**src/rtl/core/abs_pkg.sv**
```systemverilog
package abs_pkg;

  localparam logic FUNC_START = 1'b0;
  localparam logic FUNC_STOP  = 1'b1;

  localparam logic [1:0] KIND_NONE = 2'd0;
  localparam logic [1:0] KIND_BUSY = 2'd1;
  localparam logic [1:0] KIND_IDLE = 2'd2;

  typedef struct packed {
    logic        func;
    logic [31:0] event_time;
  } abs_in_t;

  typedef struct packed {
    logic [1:0]  record_kind;
    logic [31:0] interval_begin;
    logic [31:0] interval_length;
    logic        out_of_order;
    logic [31:0] longest_busy;
    logic [31:0] longest_busy_at;
    logic [31:0] shortest_busy;
    logic [31:0] shortest_busy_at;
    logic [31:0] longest_idle;
    logic [31:0] longest_idle_at;
    logic [31:0] shortest_idle;
    logic [31:0] shortest_idle_at;
  } abs_out_t;

  typedef struct packed {
    logic [31:0] longest;
    logic [31:0] longest_at;
    logic [31:0] shortest;
    logic [31:0] shortest_at;
  } abs_ext_t;

  typedef struct packed {
    logic        is_busy;
    logic        stopped_once;
    logic        busy_valid;
    logic        idle_valid;
    logic [31:0] last_start;
    logic [31:0] last_stop;
    abs_ext_t    busy_ext;
    abs_ext_t    idle_ext;
  } abs_state_t;

  // first interval seeds both extremes, ties keep the earlier one
  function automatic abs_ext_t abs_fold(abs_ext_t ext, logic valid,
                                        logic [31:0] len, logic [31:0] start_t);
    abs_ext_t res;
    res = ext;
    if (!valid) begin
      res.longest     = len;
      res.longest_at  = start_t;
      res.shortest    = len;
      res.shortest_at = start_t;
    end else begin
      if (len > ext.longest) begin
        res.longest    = len;
        res.longest_at = start_t;
      end
      if (len < ext.shortest) begin
        res.shortest    = len;
        res.shortest_at = start_t;
      end
    end
    return res;
  endfunction

endpackage

```
**src/rtl/core/activity_burst_statistics_core.sv**
```systemverilog
// activity burst statistics core
// input channel: in_valid / in_stall / in_data carry one start or stop event
// (func, event_time). output channel: out_valid / out_stall / out_data carry
// exactly one result item per event: the interval it completed (if any), an
// out-of-order flag and the busy and idle extremes after that event.
// an item is taken on a rising edge with valid high and stall low.
// order: an accepted event is held in the input register, is folded into the
// statistics state and lands in the output register once the output register
// is not holding a stalled result.
// throughput: one event per cycle if unstalled; the state update is a single
// subtract and two compares per interval kind between the input and output
// registers. when the receiver stalls, the output register holds its
// result, the input register fills and then in_stall rises; nothing is lost
// or repeated. reset (rst_n low, synchronous) empties both registers and
// clears the state: idle, no stop seen, all statistics zero.
module activity_burst_statistics_core (
  input  logic              clk,
  input  logic              rst_n,
  input  logic              in_valid,
  output logic              in_stall,
  input  abs_pkg::abs_in_t  in_data,
  output logic              out_valid,
  input  logic              out_stall,
  output abs_pkg::abs_out_t out_data
);

  abs_pkg::abs_in_t    in_r;
  logic                in_vld_r;
  abs_pkg::abs_out_t   out_r;
  logic                out_vld_r;
  abs_pkg::abs_state_t state_r;
  abs_pkg::abs_state_t state_nxt;
  abs_pkg::abs_out_t   result_nxt;
  logic                out_hold;
  logic                adv;

  assign out_hold = out_vld_r && out_stall;
  assign adv      = in_vld_r && !out_hold;
  assign in_stall = in_vld_r && out_hold;

  abs_update u_update (
    .state      (state_r),
    .item       (in_r),
    .state_nxt  (state_nxt),
    .result_nxt (result_nxt)
  );

  always_ff @(posedge clk) begin
    if (!rst_n) begin
      in_vld_r  <= 1'b0;
      out_vld_r <= 1'b0;
      state_r   <= '0;
    end else begin
      if (!in_stall) begin
        in_vld_r <= in_valid;
      end
      if (!out_hold) begin
        out_vld_r <= in_vld_r;
      end
      if (adv) begin
        state_r <= state_nxt;
      end
    end
  end

  always_ff @(posedge clk) begin
    if (in_valid && !in_stall) begin
      in_r <= in_data;
    end
    if (adv) begin
      out_r <= result_nxt;
    end
  end

  assign out_valid = out_vld_r;
  assign out_data  = out_r;

endmodule

```
**src/rtl/core/abs_update.sv**
```systemverilog
module abs_update (
  input  abs_pkg::abs_state_t state,
  input  abs_pkg::abs_in_t    item,
  output abs_pkg::abs_state_t state_nxt,
  output abs_pkg::abs_out_t   result_nxt
);

  logic [31:0] busy_len;
  logic [31:0] idle_len;
  logic [1:0]  kind;
  logic [31:0] ival_begin;
  logic [31:0] ival_len;
  logic        ooo;

  assign busy_len = item.event_time - state.last_start;
  assign idle_len = item.event_time - state.last_stop;

  always_comb begin
    state_nxt  = state;
    kind       = abs_pkg::KIND_NONE;
    ival_begin = '0;
    ival_len   = '0;
    ooo        = 1'b0;
    unique case (item.func)
      abs_pkg::FUNC_START: begin
        if (state.is_busy) begin
          ooo = 1'b1;
        end else begin
          if (state.stopped_once) begin
            kind                 = abs_pkg::KIND_IDLE;
            ival_begin           = state.last_stop;
            ival_len             = idle_len;
            state_nxt.idle_ext   = abs_pkg::abs_fold(state.idle_ext, state.idle_valid,
                                                     idle_len, state.last_stop);
            state_nxt.idle_valid = 1'b1;
          end
          state_nxt.last_start = item.event_time;
          state_nxt.is_busy    = 1'b1;
        end
      end
      abs_pkg::FUNC_STOP: begin
        if (!state.is_busy) begin
          ooo = 1'b1;
        end else begin
          kind                   = abs_pkg::KIND_BUSY;
          ival_begin             = state.last_start;
          ival_len               = busy_len;
          state_nxt.busy_ext     = abs_pkg::abs_fold(state.busy_ext, state.busy_valid,
                                                     busy_len, state.last_start);
          state_nxt.busy_valid   = 1'b1;
          state_nxt.stopped_once = 1'b1;
          state_nxt.last_stop    = item.event_time;
          state_nxt.is_busy      = 1'b0;
        end
      end
      default: begin
        ooo = 1'b0;
      end
    endcase
  end

  always_comb begin
    result_nxt.record_kind      = kind;
    result_nxt.interval_begin   = ival_begin;
    result_nxt.interval_length  = ival_len;
    result_nxt.out_of_order     = ooo;
    result_nxt.longest_busy     = state_nxt.busy_ext.longest;
    result_nxt.longest_busy_at  = state_nxt.busy_ext.longest_at;
    result_nxt.shortest_busy    = state_nxt.busy_ext.shortest;
    result_nxt.shortest_busy_at = state_nxt.busy_ext.shortest_at;
    result_nxt.longest_idle     = state_nxt.idle_ext.longest;
    result_nxt.longest_idle_at  = state_nxt.idle_ext.longest_at;
    result_nxt.shortest_idle    = state_nxt.idle_ext.shortest;
    result_nxt.shortest_idle_at = state_nxt.idle_ext.shortest_at;
  end

endmodule

```
**config.mk**
```make
export PLATFORM = sky130hd
export DESIGN_NAME = activity_burst_statistics_core
export DESIGN_NICKNAME = d
export VERILOG_FILES = /design/src/rtl/core/abs_pkg.sv /design/src/rtl/core/activity_burst_statistics_core.sv /design/src/rtl/core/abs_update.sv
export SDC_FILE = /design/constraint.sdc
export NUM_CORES = 1
export LEC_CHECK = 0
export ABC_AREA = 1
export BUFFER_PORTS_ARGS = -buffer_cell sky130_fd_sc_hd__buf_2
export CAP_MARGIN = 5
export CORE_UTILIZATION = 49
export CTS_CLUSTER_DIAMETER = 100
export DETAILED_ROUTE_END_ITERATION = 16
export PLACE_DENSITY_LB_ADDON = 0.12
export SYNTH_ARGS = -nofsm -noshare
export SYNTH_HDL_FRONTEND = slang
export SYNTH_SLANG_ARGS = --single-unit
```
**constraint.sdc**
```tcl
create_clock -name clk -period 12.15 [get_ports clk]
set_input_delay 1.8225 -clock clk [delete_from_list [all_inputs] [get_ports clk]]
set_output_delay 1.8225 -clock clk [all_outputs]
set_load 0.05 [all_outputs]
```
---- After elaboration in Yosys (flattened, before gate mapping) ----
Cells that the tools add are included.
cells by class
  magnitude comparators ................... 4
  mux-type cells .......................... 27
  add/subtract/negate cells ............... 2
  reduce and logical (&&, ||, !) cells .... 9
  bitwise gates (word level) .............. 2
operator list
  kind                                 count
  128-bit 2-to-1 mux                   7
  64-bit 2-to-1 mux                    4
  32-bit 2-to-1 mux                    6
  32-bit case mux with 2 select lines  2
  32-bit greater-than comparator       2
  32-bit less-than comparator          2
  32-bit subtractor                    2
  3-bit AND reduction                  2
  1-bit logical AND                    4
  2-bit 2-to-1 mux                     2
  1-bit case mux with 2 select lines   2
  2-bit case mux with 2 select lines   1
  4-bit AND reduction                  1
  1-bit 2-to-1 mux                     3
  1-bit logical NOT                    2
  1-bit inverter                       2
storage, ports and cells
  logic and storage cells ................. 73
  input bits .............................. 37
  output and inout bits ................... 325
  flip-flop bits (word level) ............. 681

---- Logic depth before layout (Yosys ltp) ----
Gate-level depths: netlist of the first run.
  depth after elaboration ................. 7
  gate-level depth with buffers ........... 30

---- Modules after synthesis ----
From an unflattened synthesis of the first run, not the netlist that was laid out.
second synthesis, totals
  cells, all modules ...................... 5330
  area, all modules ....................... 40198.6 sq um
by module, submodules not included
  module                          cells each  times used  seq. area each (sq um)  area an instance (sq um)
  activity_burst_statistics_core  2492        1           17216.5                 25509.5
  abs_update                      2838        1           0.0                     14689.1

---- Worst setup path after synthesis of the first run ----
OpenSTA, ideal clock, no wires.
  path kind ............................... input to register
  from .................................... input out_stall
  to ...................................... register state_r[323] (netlist bit)
  arrival time ............................ 11.737 ns
  setup time .............................. 0.504 ns
  data required time ...................... 11.646 ns
  setup slack ............................. -0.091 ns
  cell stages on the path ................. 6
  path buffers ............................ 2
  path through ............................ nand2_1 inv_1 nor2_2 clkbuf_1 clkbuf_1 a21oi_1
between the ends
  word-level cells in the longest chain between the ends .. 3
RTL lines
  item                  RTL line                              RTL
  start, declared       activity_burst_statistics_core.sv:23  input logic out_stall,
  1-bit logical AND     activity_burst_statistics_core.sv:37  assign out_hold = out_vld_r && out_stall;
  1-bit logical NOT     --
  1-bit logical AND     activity_burst_statistics_core.sv:38  assign adv = in_vld_r && !out_hold;
  net adv               activity_burst_statistics_core.sv:35  logic adv;
  end signal, assigned  activity_burst_statistics_core.sv:61  state_r <= state_nxt;
  end, declared         activity_burst_statistics_core.sv:31  abs_pkg::abs_state_t state_r;
The timed path passes the listed nets, and every way through them passes these cells.
A chain may end at the register's enable or synchronous reset.

==> impl_metrics.ini, run 1 <==
[power_and_ir_drop]
ir_drop_mv = 0.101
power.density_nw_per_um2 = 154
power.leakage_nw = 20.0
finalPower_mw = 6.26

[synth]
yosysUniqueCellTypes = 38
yosysMostFrequentCell = nand2_1
synthTopCellsByCount = nand2_1, inv_1, nand3_1, nor2_1, edfxtp_1
yosysWarningCount = 0
syn_avg_cell_area_um2 = 7.77
ys_async_sr_fraction_pct = 0
yosys.area.top_type = edfxtp_1
ys_seq_area_share_pct = 48.3
synth_top_area_share_pct = 30.0
yosys-top-cells-area = edfxtp_1, dfxtp_1, nand2_1
syn_nets = 4811
netlist_area_um2 = 35600
synthCells = 4582
synth_edf_count = 356
ys_ff_latch = 681
yosys_most_used_dff = edfxtp_1

[cts]
cts_made_buffers = 76
cts_repair_resize_count = 0
clockBufferDepth = 3
clock_latency_ns = 0.63
post_cts_buffers = 0
clk_pin_slew_ns = 0.06
cts_tree = done
cts_hold_buf = 0
clock_sinks = 681
cts_root_buf = clkbuf_16
cts_htree_levels = 3

[routing]
drt_first_pass_iters = 6
routed_via_density = 5.29
wire_per_inst_um = 19.1
drc_errors = 0
totalWireLength_um = 112000
vias = 31000
drt_iter0_markers = 2672
antenna_left = 0

[timing]
maxClockFrequency_mhz = 171
min_period_over_period_pct = 48.1
finalWorstSetupSlack_ns = 6.30
maxSlewViolCount = 0
hold_viol_final = 0
holdWs_ns = 0.526
rsz0062_at_grt = false
final-setup-viol-count = 0
setup_tns_ns = 0
post-route-min-period_ns = 5.85
relSlewSlack_pct = 18.3
skew_ns = 0.0222
tightest_slew_ns = 1.22

[setup_path]
rrSetupSlack_ns = 6.30
critPathCaptureType = flop
crit_fanout = 65
crit_slowest_cell = nand2_4
start_kind = flop
critPathTopFamily = simple AND/OR/NAND/NOR gates
path_cells = ha_1 > nand2_1 > inv_1 > nand2_1 > nor3_1 > nand2_1 > nand2_1 > nand3_1 > nand3_1 > nand2_1 > ha_1 > nand2_1 > nor2_1 > nand3b_1 > nor3b_2 > nand2_1 > nand2_1 > nand2_1 > nand2_4 > nand2_4 > nand2_1 > nand2_1
cp_num_buf_inv = 1
path_class = flop to flop
slowest_delay_ns = 0.69
path_common_cell = nand2_1
worst_ep_arrival_time_ns = 6.21
worstPathRequired_ns = 12.51

[placement]
io_buffers = 361
placed_cell_area_um2 = 38100
place_inst = 5728
pre_cts_ws_ns = 6.39
hpwl_um = 78600
gp_congestion = 0.952

[cells_and_area]
final_core_util_pct = 56.5
drive_above_1_share_pct = 11.2
fin_area_um2 = 40600
nFillCells = 6768
area_growth_syn_to_layout_pct = 13.9
final_cells = 5871
fin_nets = 5085

[hold_path]
hold_class = flop to flop

[global_route]
grt_max_degree = 192
grt_pass1_wl_um = 166000
antenna_found_initial = 7
grt.total_usage_pct = 29.6
overflow = 0
grt_pass1_vias = 28200

[floorplan]
io_pins = 362
design.core.area_um2 = 71700
die_y_um = 272
num_rows = 98
start_util_pct = 49.6
die_w_um = 272
die_area_um2 = 73700

[outcome]
outcome = complete, no violations

[job]
max_cap_violations = 0
## worst register-to-register path, delay by kind of cell (launching register included)
family        cells  cell delay [ns]
fa+ha+maj         2             0.97
buf+inv           1             0.09
flops             1             0.54
simple gates     19             4.01
## flip-flops by register name, summed over array words and instances (netlist names)
signal / flops
in_r: 33
in_vld_r: 1
out_valid: 1
out_data: 323
state_r: 323
## cell usage in the layout, fill, tap and decap left out, types with 2 or more instances in the layout
| master | instances |
|---|---|
| nor4_1 | 7 |
| clkinv_1 | 10 |
| buf_4 | 27 |
| buf_2 | 361 |
| nor3_1 | 21 |
| nor2_4 | 3 |
| o22ai_1 | 33 |
| nor2_1 | 363 |
| nand2_4 | 4 |
| ha_1 | 190 |
| o21a_1 | 6 |
| buf_12 | 4 |
| a21o_1 | 4 |
| nand3b_1 | 6 |
| o21ai_0 | 95 |
| inv_2 | 2 |
| nand2_1 | 1301 |
| inv_6 | 4 |
| a22o_1 | 26 |
| a21oi_1 | 294 |
| nor2_2 | 8 |
| clkinv_2 | 13 |
| edfxtp_1 | 356 |
| diode_2 | 3 |
| clkinvlp_4 | 3 |
| xor2_2 | 7 |
| o21bai_1 | 6 |
| nand4_1 | 21 |
| nand2_2 | 15 |
| bufinv_16 | 5 |
| xor2_1 | 28 |
| fa_1 | 2 |
| clkbuf_8 | 8 |
| dfxtp_1 | 325 |
| clkbuf_1 | 18 |
| inv_1 | 680 |
| clkinv_4 | 2 |
| nand3_1 | 572 |
| clkbuf_16 | 78 |
## power breakdown
| group | internal, mW | leakage, nW | switching, mW |
|---|---|---|---|
| registers | 2.58 | 6.11 | 0.0856 |
| logic | 0.361 | 12.7 | 0.927 |
| clock network | 1.34 | 1.21 | 0.962 |
## cells by family (layout without fill, tap and decap cells)
logic type	count (synthesis)	count (layout)	share of synthesized area, %
XOR/XNOR	36	36	1.05
other	0	3	0
flip-flops	681	681	48.3
buffers and inverters	882	1218	9.66
AND/OR/NAND/NOR	2326	2326	27.1
adder cells (fa/ha/maj)	192	192	6.79
AO/OA/AOI/OAI	465	465	7.05
## layout make-up
| class | instances | area (µm²) | share of cell area (%) |
|---|---|---|---|
| Antenna cell | 3 | 7.51 | 0.0185 |
| Sequential cell | 681 | 17200 | 42.4 |
| Tap cell | 950 | 1190 | 2.93 |
| Multi-Input combinational cell | 3019 | 15000 | 37.0 |
| Inverter | 686 | 2580 | 6.37 |
| Timing Repair Buffer | 392 | 2090 | 5.15 |
| Clock inverter | 36 | 347 | 0.855 |
| Clock buffer | 104 | 2130 | 5.25 |
## metal layers
metal	vias up	global-route usage, %	routed length, µm
met5	-	0	46
met4	8	10.9	3910
met3	203	4.28	6660
met2	987	49.5	54000
met1	14500	38.8	47600
li1	15300	-	-
## worst paths after layout
check | startpoint | end | cells after the start
worst max-delay path | in_r[12] | out_data[94] | 22
worst min register to register | out_valid | out_valid | 2
worst min-delay path | out_valid | out_valid | 2
worst max register to register | in_r[12] | out_data[94] | 22
Power figures use the tool's default switching activity.
==> run 2, diff against run 1 <==
- clock period: 12.15 -> 5.8 ns (I/O delays scaled with it)
==> run 2 against run 1 <==
Core utilization up 0.31 points. Critical path type unchanged. Highest routed layer unchanged. Routed wire length down 0.92%. Non-clock buffer count rose by 26. Total power is 110% higher.
==> impl_metrics.ini, run 2 (same netlist as run 1, synthesis figures left out) <==
[placement]
io_buffers = 361
gp_congestion = 1.01
placed_cell_area_um2 = 38300
place_inst = 5754
hpwl_um = 79800
pre_cts_ws_ns = 0.847

[global_route]
overflow = 0
grt_pass1_vias = 28100
antenna_found_initial = 1
grt.total_usage_pct = 29.3
grt_busiest_layer = met2
grt_max_degree = 152
grt_pass1_wl_um = 165000
use_met1_pct = 39.5
grt_util_met3_pct = 3.61
grt_util_met2_pct = 48.5

[floorplan]
die_y_um = 272
die_area_um2 = 73700
die_w_um = 272
io_pins = 362
design.core.area_um2 = 71700
start_util_pct = 49.6
num_rows = 98

[timing]
hold_viol_final = 0
maxClockFrequency_mhz = 201
post-route-min-period_ns = 4.96
holdWs_ns = 0.436
relSlewSlack_pct = 30.6
skew_ns = 0.0270
finalWorstSetupSlack_ns = 0.835
min_period_over_period_pct = 85.6
setup_tns_ns = 0
maxSlewViolCount = 0
final-setup-viol-count = 0
rsz0062_at_grt = false
tightest_slew_ns = 1.04

[cts]
clk_pin_slew_ns = 0.06
cts_htree_levels = 3
cts_root_buf = clkbuf_16
clockBufferDepth = 3
cts_made_buffers = 73
cts_tree = done
clock_sinks = 681
clock_latency_ns = 0.63
cts_hold_buf = 0
cts_repair_resize_count = 0
post_cts_buffers = 0

[cells_and_area]
most-common-layout-cells = nand2_1, inv_1, nand3_1
final_common_cell = nand2_1
fin_nets = 5108
final_core_util_pct = 56.8
final_cells = 5890
nFillCells = 6747
area_growth_syn_to_layout_pct = 14.6
fin_area_um2 = 40800
drive_above_1_share_pct = 11.6

[routing]
drc_errors = 0
antenna_left = 0
totalWireLength_um = 111000
wire_per_inst_um = 18.9
routed_via_density = 5.28
vias = 31100
drt_first_pass_iters = 6
drt_iter0_markers = 2923

[hold_path]
hold_start = in_data[14]
min_to = in_r[14]
hold_class = input port to flop
whs_path_depth = 1

[setup_path]
crit_fanout = 64
rrSetupSlack_ns = 0.84
worst_ep_arrival_time_ns = 5.54
worstPathRequired_ns = 6.37
path_cells = inv_1 > ha_1 > inv_1 > fa_1 > nand3_1 > nand3_1 > nand2_1 > nand2_1 > xor2_1 > ha_1 > nand2_1 > o21a_1 > nand2_1 > nand2_1 > nand2_1 > nand2_1 > nand2_1 > nand2_2 > buf_4 > nand3_1 > nand3_1 > nand2_1 > inv_1
crit_start = in_r[0]
crit_slowest_cell = xor2_1
start_kind = flop
critPathCaptureType = flop
r2r_start = in_r[0]
path_class = flop to flop
rr_endpoint = state_r[144]
path_common_cell = nand2_1
slowest_delay_ns = 0.84
rr_worst_depth = 23

[outcome]
outcome = complete, no violations

[job]
max_cap_violations = 0

[power_and_ir_drop]
ir_drop_mv = 0.231
finalPower_mw = 13.2
power.density_nw_per_um2 = 323
power.leakage_nw = 20.2
## run 2: cell count changes in the layout (fill, tap and decap cells not counted), moves of 2 or more
cell	change
buf_4	+21
buf_12	+5
clkbuf_8	-4
nand2_4	-4
bufinv_16	+3
nand2_2	+3
clkbuf_16	-2
diode_2	-2
## run 2: layout make-up
class                   count  area, µm²  share of cell area, %
inverters                 686       2580                   6.34
repair buffers            418       2350                   5.76
clock inverters            38        448                   1.10
well taps                 950       1190                   2.92
multi-input cells        3019      15000                   36.8
flip-flops and latches    681      17200                   42.2
diodes                      1       2.50                0.00614
clock buffers              97       2020                   4.96
## run 2: per-layer routing
metal | share of wire (%) | up-vias
met5 | 0.0090 | -
met4 | 3.3 | 2
met3 | 6.9 | 194
met2 | 47 | 1090
met1 | 42 | 14500
li1 | - | 15400
## run 2: how the worst max path moves through the flow
| stage | end | slack, ns | cells after the start |
|---|---|---|---|
| floorplan | out_data[0] | 1.38 | 5 |
| global placement | state_r[144] | 0.87 | 24 |
| detailed placement | state_r[144] | 0.85 | 24 |
| CTS | state_r[144] | 0.85 | 24 |
| global route | state_r[208] | 0.57 | 28 |
| finish | state_r[144] | 0.84 | 23 |
## run 2: power by group
| part | switching [mW] | total [mW] | internal (mW) |
|---|---|---|---|
| sequential | 0.170 | 5.57 | 5.40 |
| clock | 2.00 | 4.83 | 2.84 |
| combinational | 1.97 | 2.75 | 0.783 |
## run 2: critical path, delay by kind of cell (launching register included)
family,cells,cell delay [ns]
buffers and inverters,4,0.87
AND/OR/NAND/NOR,14,1.61
XOR/XNOR,1,0.84
adder cells (fa/ha/maj),3,1.02
AO/OA/AOI/OAI,1,0.15
flip-flops,1,0.41
